--- src/hw/rtl/lbm_pkg.sv ---
// shared types and constants of the led bar level meter
`default_nettype none

package lbm_pkg;

    // configuration port geometry
    localparam int CFG_IDX_W  = 3;
    localparam int CFG_DATA_W = 10;

    // register field widths
    localparam int COEFF_W = 10;
    localparam int TICKS_W = 8;
    localparam int FLOOR_W = 10;

    // fixed result field widths
    localparam int LED_W       = 12;
    localparam int LEVEL_OUT_W = 4;
    localparam int VALUE_OUT_W = 10;

    // filter weight is Q10
    localparam int COEFF_FRAC = 10;

    // register indexes
    localparam logic [CFG_IDX_W-1:0] REG_FILTER_COEFF      = 3'd0;
    localparam logic [CFG_IDX_W-1:0] REG_LIGHT_DECAY_TICKS = 3'd1;
    localparam logic [CFG_IDX_W-1:0] REG_PEAK_DECAY_TICKS  = 3'd2;
    localparam logic [CFG_IDX_W-1:0] REG_PEAK_DECAY_ENABLE = 3'd3;
    localparam logic [CFG_IDX_W-1:0] REG_PEAK_FLOOR        = 3'd4;

    // register reset values
    localparam logic [COEFF_W-1:0] RST_FILTER_COEFF      = 10'd658;
    localparam logic [TICKS_W-1:0] RST_LIGHT_DECAY_TICKS = 8'd21;
    localparam logic [TICKS_W-1:0] RST_PEAK_DECAY_TICKS  = 8'd8;
    localparam logic               RST_PEAK_DECAY_ENABLE = 1'b1;
    localparam logic [FLOOR_W-1:0] RST_PEAK_FLOOR        = 10'd13;

    // opcodes
    localparam logic OP_SAMPLE = 1'b0;
    localparam logic OP_TICK   = 1'b1;

    // tick counters saturate here
    localparam logic [TICKS_W-1:0] COUNT_MAX = 8'd255;

    typedef struct packed {
        logic [COEFF_W-1:0] filter_coeff;
        logic [TICKS_W-1:0] light_decay_ticks;
        logic [TICKS_W-1:0] peak_decay_ticks;
        logic               peak_decay_enable;
        logic [FLOOR_W-1:0] peak_floor;
    } cfg_t;

    // one request being applied to the state this cycle
    typedef struct packed {
        logic en;
        logic op;
    } step_t;

endpackage

`default_nettype wire

--- src/hw/rtl/lbm_if.sv ---
// request channels of the led bar level meter: items, results, configuration
`default_nettype none

interface lbm_item_if #(
    parameter int SAMPLE_BITS = 10
);
    logic                   valid;
    logic                   ready;
    logic                   opcode;
    logic [SAMPLE_BITS-1:0] sample;

    modport source (output valid, output opcode, output sample, input ready);
    modport sink   (input valid, input opcode, input sample, output ready);
endinterface

interface lbm_result_if;
    logic                               valid;
    logic                               ready;
    logic [lbm_pkg::LED_W-1:0]          led_bar;
    logic [lbm_pkg::LEVEL_OUT_W-1:0]    shown_level;
    logic [lbm_pkg::LEVEL_OUT_W-1:0]    raw_level;
    logic [lbm_pkg::VALUE_OUT_W-1:0]    peak_value;
    logic [lbm_pkg::VALUE_OUT_W-1:0]    filtered_value;

    modport source (output valid, output led_bar, output shown_level, output raw_level,
                    output peak_value, output filtered_value, input ready);
    modport sink   (input valid, input led_bar, input shown_level, input raw_level,
                    input peak_value, input filtered_value, output ready);
endinterface

interface lbm_cfg_if;
    logic                            valid;
    logic                            ready;
    logic [lbm_pkg::CFG_IDX_W-1:0]   index;
    logic [lbm_pkg::CFG_DATA_W-1:0]  data;

    modport source (output valid, output index, output data, input ready);
    modport sink   (input valid, input index, input data, output ready);
endinterface

`default_nettype wire

--- src/hw/rtl/lbm_cfg_regs.sv ---
// configuration register file of the led bar level meter
`default_nettype none

module lbm_cfg_regs (
    input  wire logic                          clk,
    input  wire logic                          rst_n,
    input  wire logic                          wr_en,
    input  wire logic [lbm_pkg::CFG_IDX_W-1:0] wr_index,
    input  wire logic [lbm_pkg::CFG_DATA_W-1:0] wr_data,
    output lbm_pkg::cfg_t                      cfg
);

    lbm_pkg::cfg_t cfg_reg;

    // register writes, unknown indexes are dropped
    always_ff @(posedge clk or negedge rst_n)
    begin
        if (!rst_n)
        begin
            cfg_reg.filter_coeff      <= lbm_pkg::RST_FILTER_COEFF;
            cfg_reg.light_decay_ticks <= lbm_pkg::RST_LIGHT_DECAY_TICKS;
            cfg_reg.peak_decay_ticks  <= lbm_pkg::RST_PEAK_DECAY_TICKS;
            cfg_reg.peak_decay_enable <= lbm_pkg::RST_PEAK_DECAY_ENABLE;
            cfg_reg.peak_floor        <= lbm_pkg::RST_PEAK_FLOOR;
        end
        else if (wr_en)
        begin
            unique case (wr_index)
                lbm_pkg::REG_FILTER_COEFF:
                    cfg_reg.filter_coeff <= wr_data[lbm_pkg::COEFF_W-1:0];
                lbm_pkg::REG_LIGHT_DECAY_TICKS:
                    cfg_reg.light_decay_ticks <= wr_data[lbm_pkg::TICKS_W-1:0];
                lbm_pkg::REG_PEAK_DECAY_TICKS:
                    cfg_reg.peak_decay_ticks <= wr_data[lbm_pkg::TICKS_W-1:0];
                lbm_pkg::REG_PEAK_DECAY_ENABLE:
                    cfg_reg.peak_decay_enable <= wr_data[0];
                lbm_pkg::REG_PEAK_FLOOR:
                    cfg_reg.peak_floor <= wr_data[lbm_pkg::FLOOR_W-1:0];
                default:
                    cfg_reg <= cfg_reg;
            endcase
        end
    end

    assign cfg = cfg_reg;

endmodule

`default_nettype wire

--- src/hw/rtl/lbm_filter.sv ---
// low-pass filter state and latest raw sample
`default_nettype none

module lbm_filter #(
    parameter int SAMPLE_BITS = 10
) (
    input  wire logic                              clk,
    input  wire logic                              rst_n,
    input  wire lbm_pkg::step_t                    step,
    input  wire logic [SAMPLE_BITS-1:0]            sample,
    input  wire logic [lbm_pkg::COEFF_W-1:0]       coeff,
    output logic      [SAMPLE_BITS-1:0]            acc,
    output logic      [SAMPLE_BITS-1:0]            last_sample,
    output logic      [SAMPLE_BITS-1:0]            acc_after
);

    localparam int PROD_W = SAMPLE_BITS + lbm_pkg::COEFF_W + 2;

    logic        [SAMPLE_BITS-1:0]       acc_reg;
    logic        [SAMPLE_BITS-1:0]       acc_next;
    logic        [SAMPLE_BITS-1:0]       last_reg;
    logic signed [SAMPLE_BITS:0]         diff;
    logic signed [lbm_pkg::COEFF_W:0]    coeff_s;
    logic signed [PROD_W-1:0]            prod;
    logic signed [PROD_W-1:0]            prod_sh;
    logic signed [SAMPLE_BITS+1:0]       sum;
    logic                                take;

    assign take = step.en && (step.op == lbm_pkg::OP_SAMPLE);

    // c*acc + (1-c)*s == s + c*(acc - s), floor of the Q10 product
    always_comb
    begin
        diff    = $signed({1'b0, acc_reg}) - $signed({1'b0, sample});
        coeff_s = $signed({1'b0, coeff});
        prod    = diff * coeff_s;
        prod_sh = prod >>> lbm_pkg::COEFF_FRAC;
        sum     = $signed({2'b00, sample}) + $signed(prod_sh[SAMPLE_BITS+1:0]);
        acc_next = take ? sum[SAMPLE_BITS-1:0] : acc_reg;
    end

    // filter and sample state
    always_ff @(posedge clk or negedge rst_n)
    begin
        if (!rst_n)
        begin
            acc_reg  <= '0;
            last_reg <= '0;
        end
        else if (take)
        begin
            acc_reg  <= acc_next;
            last_reg <= sample;
        end
    end

    assign acc         = acc_reg;
    assign last_sample = last_reg;
    assign acc_after   = acc_next;

endmodule

`default_nettype wire

--- src/hw/rtl/lbm_meter.sv ---
// peak hold with decay, level quantizer and shown level with hold
`default_nettype none

module lbm_meter #(
    parameter int SAMPLE_BITS = 10,
    parameter int NUM_LEVELS  = 13
) (
    input  wire logic                          clk,
    input  wire logic                          rst_n,
    input  wire lbm_pkg::step_t                step,
    input  wire lbm_pkg::cfg_t                 cfg,
    input  wire logic [SAMPLE_BITS-1:0]        filt,
    input  wire logic [SAMPLE_BITS-1:0]        last_sample,
    output logic      [SAMPLE_BITS-1:0]        peak_after,
    output logic      [$clog2(NUM_LEVELS+1)-1:0] level_after,
    output logic      [$clog2(NUM_LEVELS+1)-1:0] shown_after
);

    localparam int LW    = $clog2(NUM_LEVELS + 1);
    localparam int PW    = SAMPLE_BITS + LW;
    localparam int CMP_W = (SAMPLE_BITS > lbm_pkg::FLOOR_W) ? SAMPLE_BITS : lbm_pkg::FLOOR_W;

    logic [SAMPLE_BITS-1:0]       peak_reg, peak_next, peak_dec;
    logic [lbm_pkg::TICKS_W-1:0]  peak_cnt_reg, peak_cnt_next, peak_cnt_inc;
    logic [lbm_pkg::TICKS_W-1:0]  hold_cnt_reg, hold_cnt_next, hold_cnt_inc;
    logic [LW-1:0]                level_reg, level_next, level_calc;
    logic [LW-1:0]                shown_reg, shown_next;
    logic [PW-1:0]                filt_scaled;
    logic [LW-1:0]                hits;
    logic                         tick;

    assign tick = step.en && (step.op == lbm_pkg::OP_TICK);

    // peak decay, then raise to the latest sample
    always_comb
    begin
        peak_cnt_inc = (peak_cnt_reg < lbm_pkg::COUNT_MAX) ? peak_cnt_reg + 1'b1
                                                            : lbm_pkg::COUNT_MAX;
        peak_dec      = peak_reg;
        peak_cnt_next = peak_cnt_reg;
        if (cfg.peak_decay_enable)
        begin
            peak_cnt_next = peak_cnt_inc;
            if (peak_cnt_inc > cfg.peak_decay_ticks)
            begin
                if (CMP_W'(peak_reg) > CMP_W'(cfg.peak_floor))
                    peak_dec = peak_reg - 1'b1;
                peak_cnt_next = '0;
            end
        end
        peak_next = (last_sample > peak_dec) ? last_sample : peak_dec;
    end

    // level: count thresholds k with peak*k < filt*N, which means filt > floor(peak*k/N)
    always_comb
    begin
        filt_scaled = PW'(filt) * PW'(NUM_LEVELS);
        hits = '0;
        for (int k = 1; k < NUM_LEVELS; k++)
        begin
            if (PW'(peak_next) * PW'(k) < filt_scaled)
                hits = hits + 1'b1;
        end
        level_calc = hits + 1'b1;
    end

    // fast attack, slow decay of the shown level
    always_comb
    begin
        hold_cnt_inc = (hold_cnt_reg < lbm_pkg::COUNT_MAX) ? hold_cnt_reg + 1'b1
                                                            : lbm_pkg::COUNT_MAX;
        hold_cnt_next = hold_cnt_inc;
        shown_next    = shown_reg;
        if (level_calc > shown_reg)
        begin
            shown_next    = (level_calc > LW'(NUM_LEVELS)) ? LW'(NUM_LEVELS) : level_calc;
            hold_cnt_next = '0;
        end
        else if (hold_cnt_inc > cfg.light_decay_ticks)
        begin
            if (shown_reg > LW'(1))
                shown_next = shown_reg - 1'b1;
            hold_cnt_next = '0;
        end
        level_next = level_calc;
    end

    // meter state, advanced by tick requests only
    always_ff @(posedge clk or negedge rst_n)
    begin
        if (!rst_n)
        begin
            peak_reg     <= '0;
            peak_cnt_reg <= '0;
            hold_cnt_reg <= '0;
            level_reg    <= LW'(1);
            shown_reg    <= LW'(1);
        end
        else if (tick)
        begin
            peak_reg     <= peak_next;
            peak_cnt_reg <= peak_cnt_next;
            hold_cnt_reg <= hold_cnt_next;
            level_reg    <= level_next;
            shown_reg    <= shown_next;
        end
    end

    assign peak_after  = tick ? peak_next  : peak_reg;
    assign level_after = tick ? level_next : level_reg;
    assign shown_after = tick ? shown_next : shown_reg;

    // shown level stays within 1..NUM_LEVELS
    a_shown_range: assert property (@(posedge clk) disable iff (!rst_n)
        (shown_reg >= LW'(1)) && (shown_reg <= LW'(NUM_LEVELS)))
        else $error("shown level out of range");

    // quantized level stays within 1..NUM_LEVELS
    a_level_range: assert property (@(posedge clk) disable iff (!rst_n)
        (level_reg >= LW'(1)) && (level_reg <= LW'(NUM_LEVELS)))
        else $error("raw level out of range");

    // a sample request leaves the peak, the shown level and the hold count alone
    a_sample_keeps: assert property (@(posedge clk) disable iff (!rst_n)
        (step.en && (step.op == lbm_pkg::OP_SAMPLE)) |=>
        ($stable(peak_reg) && $stable(shown_reg) && $stable(hold_cnt_reg)))
        else $error("sample request changed meter state");

    // a rise of the shown level restarts the hold count
    a_attack_clears_hold: assert property (@(posedge clk) disable iff (!rst_n)
        (tick && (level_calc > shown_reg)) |=> (hold_cnt_reg == '0))
        else $error("hold count not cleared on attack");

endmodule

`default_nettype wire

--- src/hw/rtl/led_bar_level_meter.sv ---
// top level of the led bar level meter
`default_nettype none

// Level meter for a 12-LED bar. Sample requests (opcode 0) feed a Q10 first-order
// low-pass filter and store the raw sample; tick requests (opcode 1) decay and raise
// the peak, quantize the filtered value against fractions of the peak and update the
// shown level (instant rise, stepped fall after the hold count). Every request gives
// exactly one result carrying the state after it. One request is taken per clock
// unless a stalled result has filled both registers; a result passes through the
// input register and the result register around the combinational state update
// (one filter multiply, or the peak update and level compares). A stalled result
// does not stop the input side until both the input and result registers are
// full. Configuration writes are taken every cycle and must be made while the
// meter is idle. No clearing pass after reset.
module led_bar_level_meter #(
    parameter int SAMPLE_BITS = 10,
    parameter int NUM_LEVELS  = 13
) (
    input wire logic     clk,
    input wire logic     rst_n,
    lbm_item_if.sink     item,
    lbm_result_if.source result,
    lbm_cfg_if.sink      cfg
);

    localparam int LW  = $clog2(NUM_LEVELS + 1);
    localparam int LVW = (LW > lbm_pkg::LEVEL_OUT_W) ? LW : lbm_pkg::LEVEL_OUT_W;
    localparam int VW  = (SAMPLE_BITS > lbm_pkg::VALUE_OUT_W) ? SAMPLE_BITS
                                                               : lbm_pkg::VALUE_OUT_W;

    lbm_pkg::cfg_t            cfg_vals;
    lbm_pkg::step_t           step;

    logic                     in_valid_reg;
    logic                     op_reg;
    logic [SAMPLE_BITS-1:0]   sample_reg;
    logic                     advance;

    logic [SAMPLE_BITS-1:0]   filt_acc, filt_last, filt_after;
    logic [SAMPLE_BITS-1:0]   peak_after;
    logic [LW-1:0]            level_after, shown_after;
    logic [LVW-1:0]           shown_ext, level_ext;
    logic [VW-1:0]            peak_ext, filt_ext;
    logic [lbm_pkg::LED_W-1:0] led_next;

    logic                               out_valid_reg;
    logic [lbm_pkg::LED_W-1:0]          led_reg;
    logic [lbm_pkg::LEVEL_OUT_W-1:0]    shown_out_reg, level_out_reg;
    logic [lbm_pkg::VALUE_OUT_W-1:0]    peak_out_reg, filt_out_reg;

    // configuration registers
    assign cfg.ready = 1'b1;

    lbm_cfg_regs u_cfg (
        .clk      (clk),
        .rst_n    (rst_n),
        .wr_en    (cfg.valid),
        .wr_index (cfg.index),
        .wr_data  (cfg.data),
        .cfg      (cfg_vals)
    );

    // input register and flow control
    assign advance    = in_valid_reg && (!out_valid_reg || result.ready);
    assign item.ready = !in_valid_reg || advance;
    assign step.en    = advance;
    assign step.op    = op_reg;

    always_ff @(posedge clk or negedge rst_n)
    begin
        if (!rst_n)
            in_valid_reg <= 1'b0;
        else if (item.ready)
            in_valid_reg <= item.valid;
    end

    always_ff @(posedge clk)
    begin
        if (item.ready && item.valid)
        begin
            op_reg     <= item.opcode;
            sample_reg <= item.sample;
        end
    end

    // state update
    lbm_filter #(
        .SAMPLE_BITS (SAMPLE_BITS)
    ) u_filter (
        .clk         (clk),
        .rst_n       (rst_n),
        .step        (step),
        .sample      (sample_reg),
        .coeff       (cfg_vals.filter_coeff),
        .acc         (filt_acc),
        .last_sample (filt_last),
        .acc_after   (filt_after)
    );

    lbm_meter #(
        .SAMPLE_BITS (SAMPLE_BITS),
        .NUM_LEVELS  (NUM_LEVELS)
    ) u_meter (
        .clk         (clk),
        .rst_n       (rst_n),
        .step        (step),
        .cfg         (cfg_vals),
        .filt        (filt_acc),
        .last_sample (filt_last),
        .peak_after  (peak_after),
        .level_after (level_after),
        .shown_after (shown_after)
    );

    // result fields at their fixed widths, thermometer code of the shown level
    always_comb
    begin
        shown_ext = LVW'(shown_after);
        level_ext = LVW'(level_after);
        peak_ext  = VW'(peak_after);
        filt_ext  = VW'(filt_after);
        for (int i = 0; i < lbm_pkg::LED_W; i++)
            led_next[i] = (shown_ext > LVW'(i + 1));
    end

    // result register
    always_ff @(posedge clk or negedge rst_n)
    begin
        if (!rst_n)
            out_valid_reg <= 1'b0;
        else if (advance)
            out_valid_reg <= 1'b1;
        else if (result.ready)
            out_valid_reg <= 1'b0;
    end

    always_ff @(posedge clk)
    begin
        if (advance)
        begin
            led_reg       <= led_next;
            shown_out_reg <= shown_ext[lbm_pkg::LEVEL_OUT_W-1:0];
            level_out_reg <= level_ext[lbm_pkg::LEVEL_OUT_W-1:0];
            peak_out_reg  <= peak_ext[lbm_pkg::VALUE_OUT_W-1:0];
            filt_out_reg  <= filt_ext[lbm_pkg::VALUE_OUT_W-1:0];
        end
    end

    assign result.valid          = out_valid_reg;
    assign result.led_bar        = led_reg;
    assign result.shown_level    = shown_out_reg;
    assign result.raw_level      = level_out_reg;
    assign result.peak_value     = peak_out_reg;
    assign result.filtered_value = filt_out_reg;

endmodule

`default_nettype wire
--- src/flat_wrapper.sv ---
// flat-port wrapper written by rule: the top's interface ports become plain ports
module led_bar_level_meter_flat 
#(
    parameter int SAMPLE_BITS = 10,
    parameter int NUM_LEVELS  = 13
)
  (clk, rst_n, item_valid, item_opcode, item_sample, item_ready, result_valid, result_led_bar, result_shown_level, result_raw_level, result_peak_value, result_filtered_value, result_ready, cfg_valid, cfg_index, cfg_data, cfg_ready);
  lbm_item_if #(.SAMPLE_BITS(SAMPLE_BITS)) item_i ();
  lbm_result_if result_i ();
  lbm_cfg_if cfg_i ();
  input wire logic clk;
  input wire logic rst_n;
  input wire logic [$bits(item_i.valid)-1:0] item_valid;
  input wire logic [$bits(item_i.opcode)-1:0] item_opcode;
  input wire logic [$bits(item_i.sample)-1:0] item_sample;
  output wire logic [$bits(item_i.ready)-1:0] item_ready;
  output wire logic [$bits(result_i.valid)-1:0] result_valid;
  output wire logic [$bits(result_i.led_bar)-1:0] result_led_bar;
  output wire logic [$bits(result_i.shown_level)-1:0] result_shown_level;
  output wire logic [$bits(result_i.raw_level)-1:0] result_raw_level;
  output wire logic [$bits(result_i.peak_value)-1:0] result_peak_value;
  output wire logic [$bits(result_i.filtered_value)-1:0] result_filtered_value;
  input wire logic [$bits(result_i.ready)-1:0] result_ready;
  input wire logic [$bits(cfg_i.valid)-1:0] cfg_valid;
  input wire logic [$bits(cfg_i.index)-1:0] cfg_index;
  input wire logic [$bits(cfg_i.data)-1:0] cfg_data;
  output wire logic [$bits(cfg_i.ready)-1:0] cfg_ready;
  assign item_i.valid = item_valid;
  assign item_i.opcode = item_opcode;
  assign item_i.sample = item_sample;
  assign item_ready = item_i.ready;
  assign result_valid = result_i.valid;
  assign result_led_bar = result_i.led_bar;
  assign result_shown_level = result_i.shown_level;
  assign result_raw_level = result_i.raw_level;
  assign result_peak_value = result_i.peak_value;
  assign result_filtered_value = result_i.filtered_value;
  assign result_i.ready = result_ready;
  assign cfg_i.valid = cfg_valid;
  assign cfg_i.index = cfg_index;
  assign cfg_i.data = cfg_data;
  assign cfg_ready = cfg_i.ready;
  led_bar_level_meter #(.SAMPLE_BITS(SAMPLE_BITS), .NUM_LEVELS(NUM_LEVELS)) u_core (.clk(clk), .rst_n(rst_n), .item(item_i), .result(result_i), .cfg(cfg_i));
endmodule
--- config.mk ---
export PLATFORM = sky130hd
export DESIGN_NAME = led_bar_level_meter_flat
export DESIGN_NICKNAME = d
export VERILOG_FILES = /design/src/hw/rtl/lbm_pkg.sv /design/src/hw/rtl/lbm_if.sv /design/src/hw/rtl/lbm_cfg_regs.sv /design/src/hw/rtl/lbm_filter.sv /design/src/hw/rtl/lbm_meter.sv /design/src/hw/rtl/led_bar_level_meter.sv /design/src/flat_wrapper.sv
export SDC_FILE = /design/constraint.sdc
export NUM_CORES = 1
export LEC_CHECK = 0
export CORE_ASPECT_RATIO = 1.75
export CORE_MARGIN = 3
export CORE_UTILIZATION = 40
export CTS_CLUSTER_SIZE = 8
export DETAILED_ROUTE_END_ITERATION = 8
export DONT_BUFFER_PORTS = 1
export SLEW_MARGIN = 25
export SYNTH_ARGS = -nofsm -noshare
export SYNTH_HDL_FRONTEND = slang
export SYNTH_SLANG_ARGS = --single-unit
--- constraint.sdc ---
create_clock -name clk -period 26.6 [get_ports clk]
set_clock_uncertainty 0.15 [all_clocks]
set_input_delay 3.99 -clock clk [delete_from_list [all_inputs] [get_ports clk]]
set_output_delay 3.99 -clock clk [all_outputs]
set_load 0.1 [all_outputs]
==> flow_summary.json <==
{
  "end_kind": "register",
  "wl_per_cell_um": 18.5,
  "ant_nets": 0,
  "crit_top_cell": "ha_1",
  "first_global_vias": 15151,
  "antenna_found_initial": 0,
  "drtIter0Drc": 610,
  "cts_tree": "built",
  "grt_overflow": 0,
  "ys_ff_latch": 144,
  "grt_use_total_pct": 20.3,
  "cp.required_ps": 26620,
  "startpoint": "u_core.u_meter.peak_cnt_reg[0]$_DFFE_PN0P_",
  "rows": 104,
  "die_area_um2": 49400,
  "fill_cells": 4561,
  "cpPeakStageDelay_ps": 810,
  "cap_violations": 0,
  "worstReg2RegStart": "u_core.u_meter.peak_cnt_reg[0]$_DFFE_PN0P_",
  "yosys.area.top_type": "ha_1",
  "worstMarginPinSlew_ps": 1090,
  "synth-warning-count": 0,
  "hp-class": "reg2reg",
  "clock_path_buffers": 2,
  "numCtsBuffers": 17,
  "synth.distinct_cells": 99,
  "hold_viol": 0,
  "postCtsSetupBuffers": 0,
  "slew_violations": 0,
  "drt_wl_total_mm": 48.9,
  "dr.pass1.iters": 5,
  "largest_reg_flops": 37,
  "grt_pass1_wl_mm": 79.5,
  "worstSetupStartpointType": "register",
  "synth_top_area_share_pct": 22.1,
  "place_congestion": 0.921,
  "netlist_top_cells_area": "ha_1 (22%), fa_1 (13%), dfrtp_1 (11%), edfxtp_1 (8.2%), inv_1 (5.7%)",
  "synth.most_common_cell": "ha_1",
  "crit_arrival_ps": 18040,
  "fmax_mhz": 55.5,
  "synthFlopType": "dfrtp_1",
  "rrSetupSlack_ps": 8580,
  "numPortBuffers": 0,
  "rsz0062_at_grt": "false",
  "htreeDepth": 4,
  "async_flop_share_pct": 64.6,
  "grt_max_degree": 94,
  "worstReg2RegEnd": "u_core.result.led_bar[1]$_DFFE_PP_",
  "syn_area_um2": 18700,
  "post-route-drc-count": 0,
  "pin_count": 72,
  "clock_sinks": 144,
  "period_share_pct": 67.8,
  "area_growth_pct": 7.35,
  "die_h_um": 292,
  "synth_edf_count": 51,
  "cts_root_buf": "clkbuf_16",
  "post_drt_via_cell_ratio": 5.43,
  "core_region_area_um2": 46100,
  "syn_nets": 2516,
  "clk_latency_ps": 450,
  "slew_headroom_pct": 26.9,
  "fin_nets": 2521,
  "path_max_fanout": 20,
  "initial_core_util_pct": 40.5,
  "multi_input_area_um2": 13600,
  "dr_total_vias": 14328,
  "synth_area_per_cell_um2": 9.16,
  "fp.dieW_um": 169,
  "ctsHoldBuffers": 0,
  "seq_area_frac_synth_pct": 20.8,
  "worst-setup-path-type": "reg2reg",
  "synth_common_cells": "ha_1 (330), inv_1 (284), nand2_1 (189), fa_1 (120), o21ai_0 (120)",
  "setup_violations": 0,
  "cp-endpoint": "u_core.result.led_bar[1]$_DFFE_PP_",
  "status": "finished clean",
  "ff_latch_area_um2": 3880,
  "synth_cells": 2037,
  "slowest_stage": "mux2i_1",
  "cts_resized": 0,
  "clk_pin_slew_ps": 80,
  "dpl.hpwl_mm": 40.6,
  "period_needed_ps": 18020,
  "n_antenna_cell": 0,
  "fin_tns_setup_ps": 0,
  "rr_worst_depth": 67,
  "drive_gt1_share_pct": 6.52
}
[cell type report]
class,instances,share of cell area [%]
inverter,290,5.44
clock buffer,17,2.12
clock inverter,15,0.930
sequential,144,19.3
tap,583,3.64
timing repair buffer,23,0.862
multi-input combinational,1566,67.7
[metal layers]
layer / GRT usage (%) / part of all wire [%] / vias to the layer above
met3: 1.99 / 2.2 / 115
met2: 39.6 / 56 / 283
li1: - / - / 6990
met1: 20.7 / 36 / 6940
met5: 0 / 0 / -
met4: 11.2 / 6.0 / 0
[placed cells by master, fill, tap and decap left out, drive strengths merged, types with 8 or more instances in the layout]
cell type / Yosys / layout
a31oi: 8 / 8
nand3: 32 / 32
nand4: 19 / 19
nor2b: 30 / 30
a22o: 8 / 8
nand2: 190 / 190
fa: 120 / 120
inv: 289 / 296
dfrtp: 79 / 79
clkbuf: 29 / 17
nor4: 9 / 9
a211oi: 14 / 14
dfstp: 14 / 14
nand2b: 28 / 28
or3: 9 / 9
ha: 330 / 330
or2: 9 / 9
o31ai: 8 / 8
xnor2: 87 / 87
o21bai: 27 / 27
xor2: 49 / 49
mux2: 16 / 16
nor2: 81 / 81
edfxtp: 51 / 51
clkinv: 1 / 9
nor3: 23 / 23
o21a: 30 / 30
a21oi: 99 / 99
and3: 8 / 8
buf: 8 / 23
and2: 60 / 60
o211ai: 8 / 8
o21ai: 134 / 134
a21o: 46 / 46
[metrics by stage]
step	cells	instance area [um2]	hold slack (ps)	setup slack, ps	utilization, %
after floorplan	2037	18700	287	11150	-
after global routing	2638	20000	360	7060	43.5
after global placement	2606	19400	308	9090	42.2
final	2638	20000	332	8580	43.5
after detailed placement	2606	19400	315	8710	42.2
after CTS	2638	20000	332	8560	43.5
[logic make-up (layout without fill, tap and decap cells)]
family	count (synthesis)	count (layout)	share of synthesized area, %
adders and majority gates	454	454	35.2
muxes	20	20	1.18
DFF	144	144	20.8
other	1	1	0.0201
and+or+nand+nor	514	514	13.6
buffers and inverters	327	345	6.68
xor gates and xnor gates	139	139	7.07
AOI/OAI and AO/OA	438	438	15.5
[worst min-delay path by stage]
stage,startpoint,endpoint,slack (ps),depth (start not counted)
3_3_place_gp,u_core.u_meter.level_reg[1]$_DFF_PN0_,u_core.u_meter.level_reg[1]$_DFF_PN0_,310,2
6_report,u_core.u_meter.level_reg[1]$_DFF_PN0_,u_core.u_meter.level_reg[1]$_DFF_PN0_,330,2
4_1_cts,u_core.u_meter.level_reg[1]$_DFF_PN0_,u_core.u_meter.level_reg[1]$_DFF_PN0_,330,2
2_1_floorplan,u_core.u_meter.level_reg[1]$_DFF_PN0_,u_core.u_meter.level_reg[1]$_DFF_PN0_,290,2
5_1_grt,u_core.u_meter.level_reg[1]$_DFF_PN0_,u_core.u_meter.level_reg[1]$_DFF_PN0_,360,2
3_5_place_dp,u_core.u_meter.level_reg[1]$_DFF_PN0_,u_core.u_meter.level_reg[1]$_DFF_PN0_,310,2
[worst max-delay path: cells and delay by family (launching register included)]
kind                     cells  cell delay, ps
XOR/XNOR                     4             900
AND/OR/NAND/NOR             18            4610
AO/OA/AOI/OAI               26            5890
buffers and inverters        5             910
adder cells (fa/ha/maj)     13            4100
multiplexers                 1             810
flip-flops                   1             380
Power is left out: the tool's default activity adds up to more than one toggle a clock period on the data nets, which glitch-free logic cannot reach.
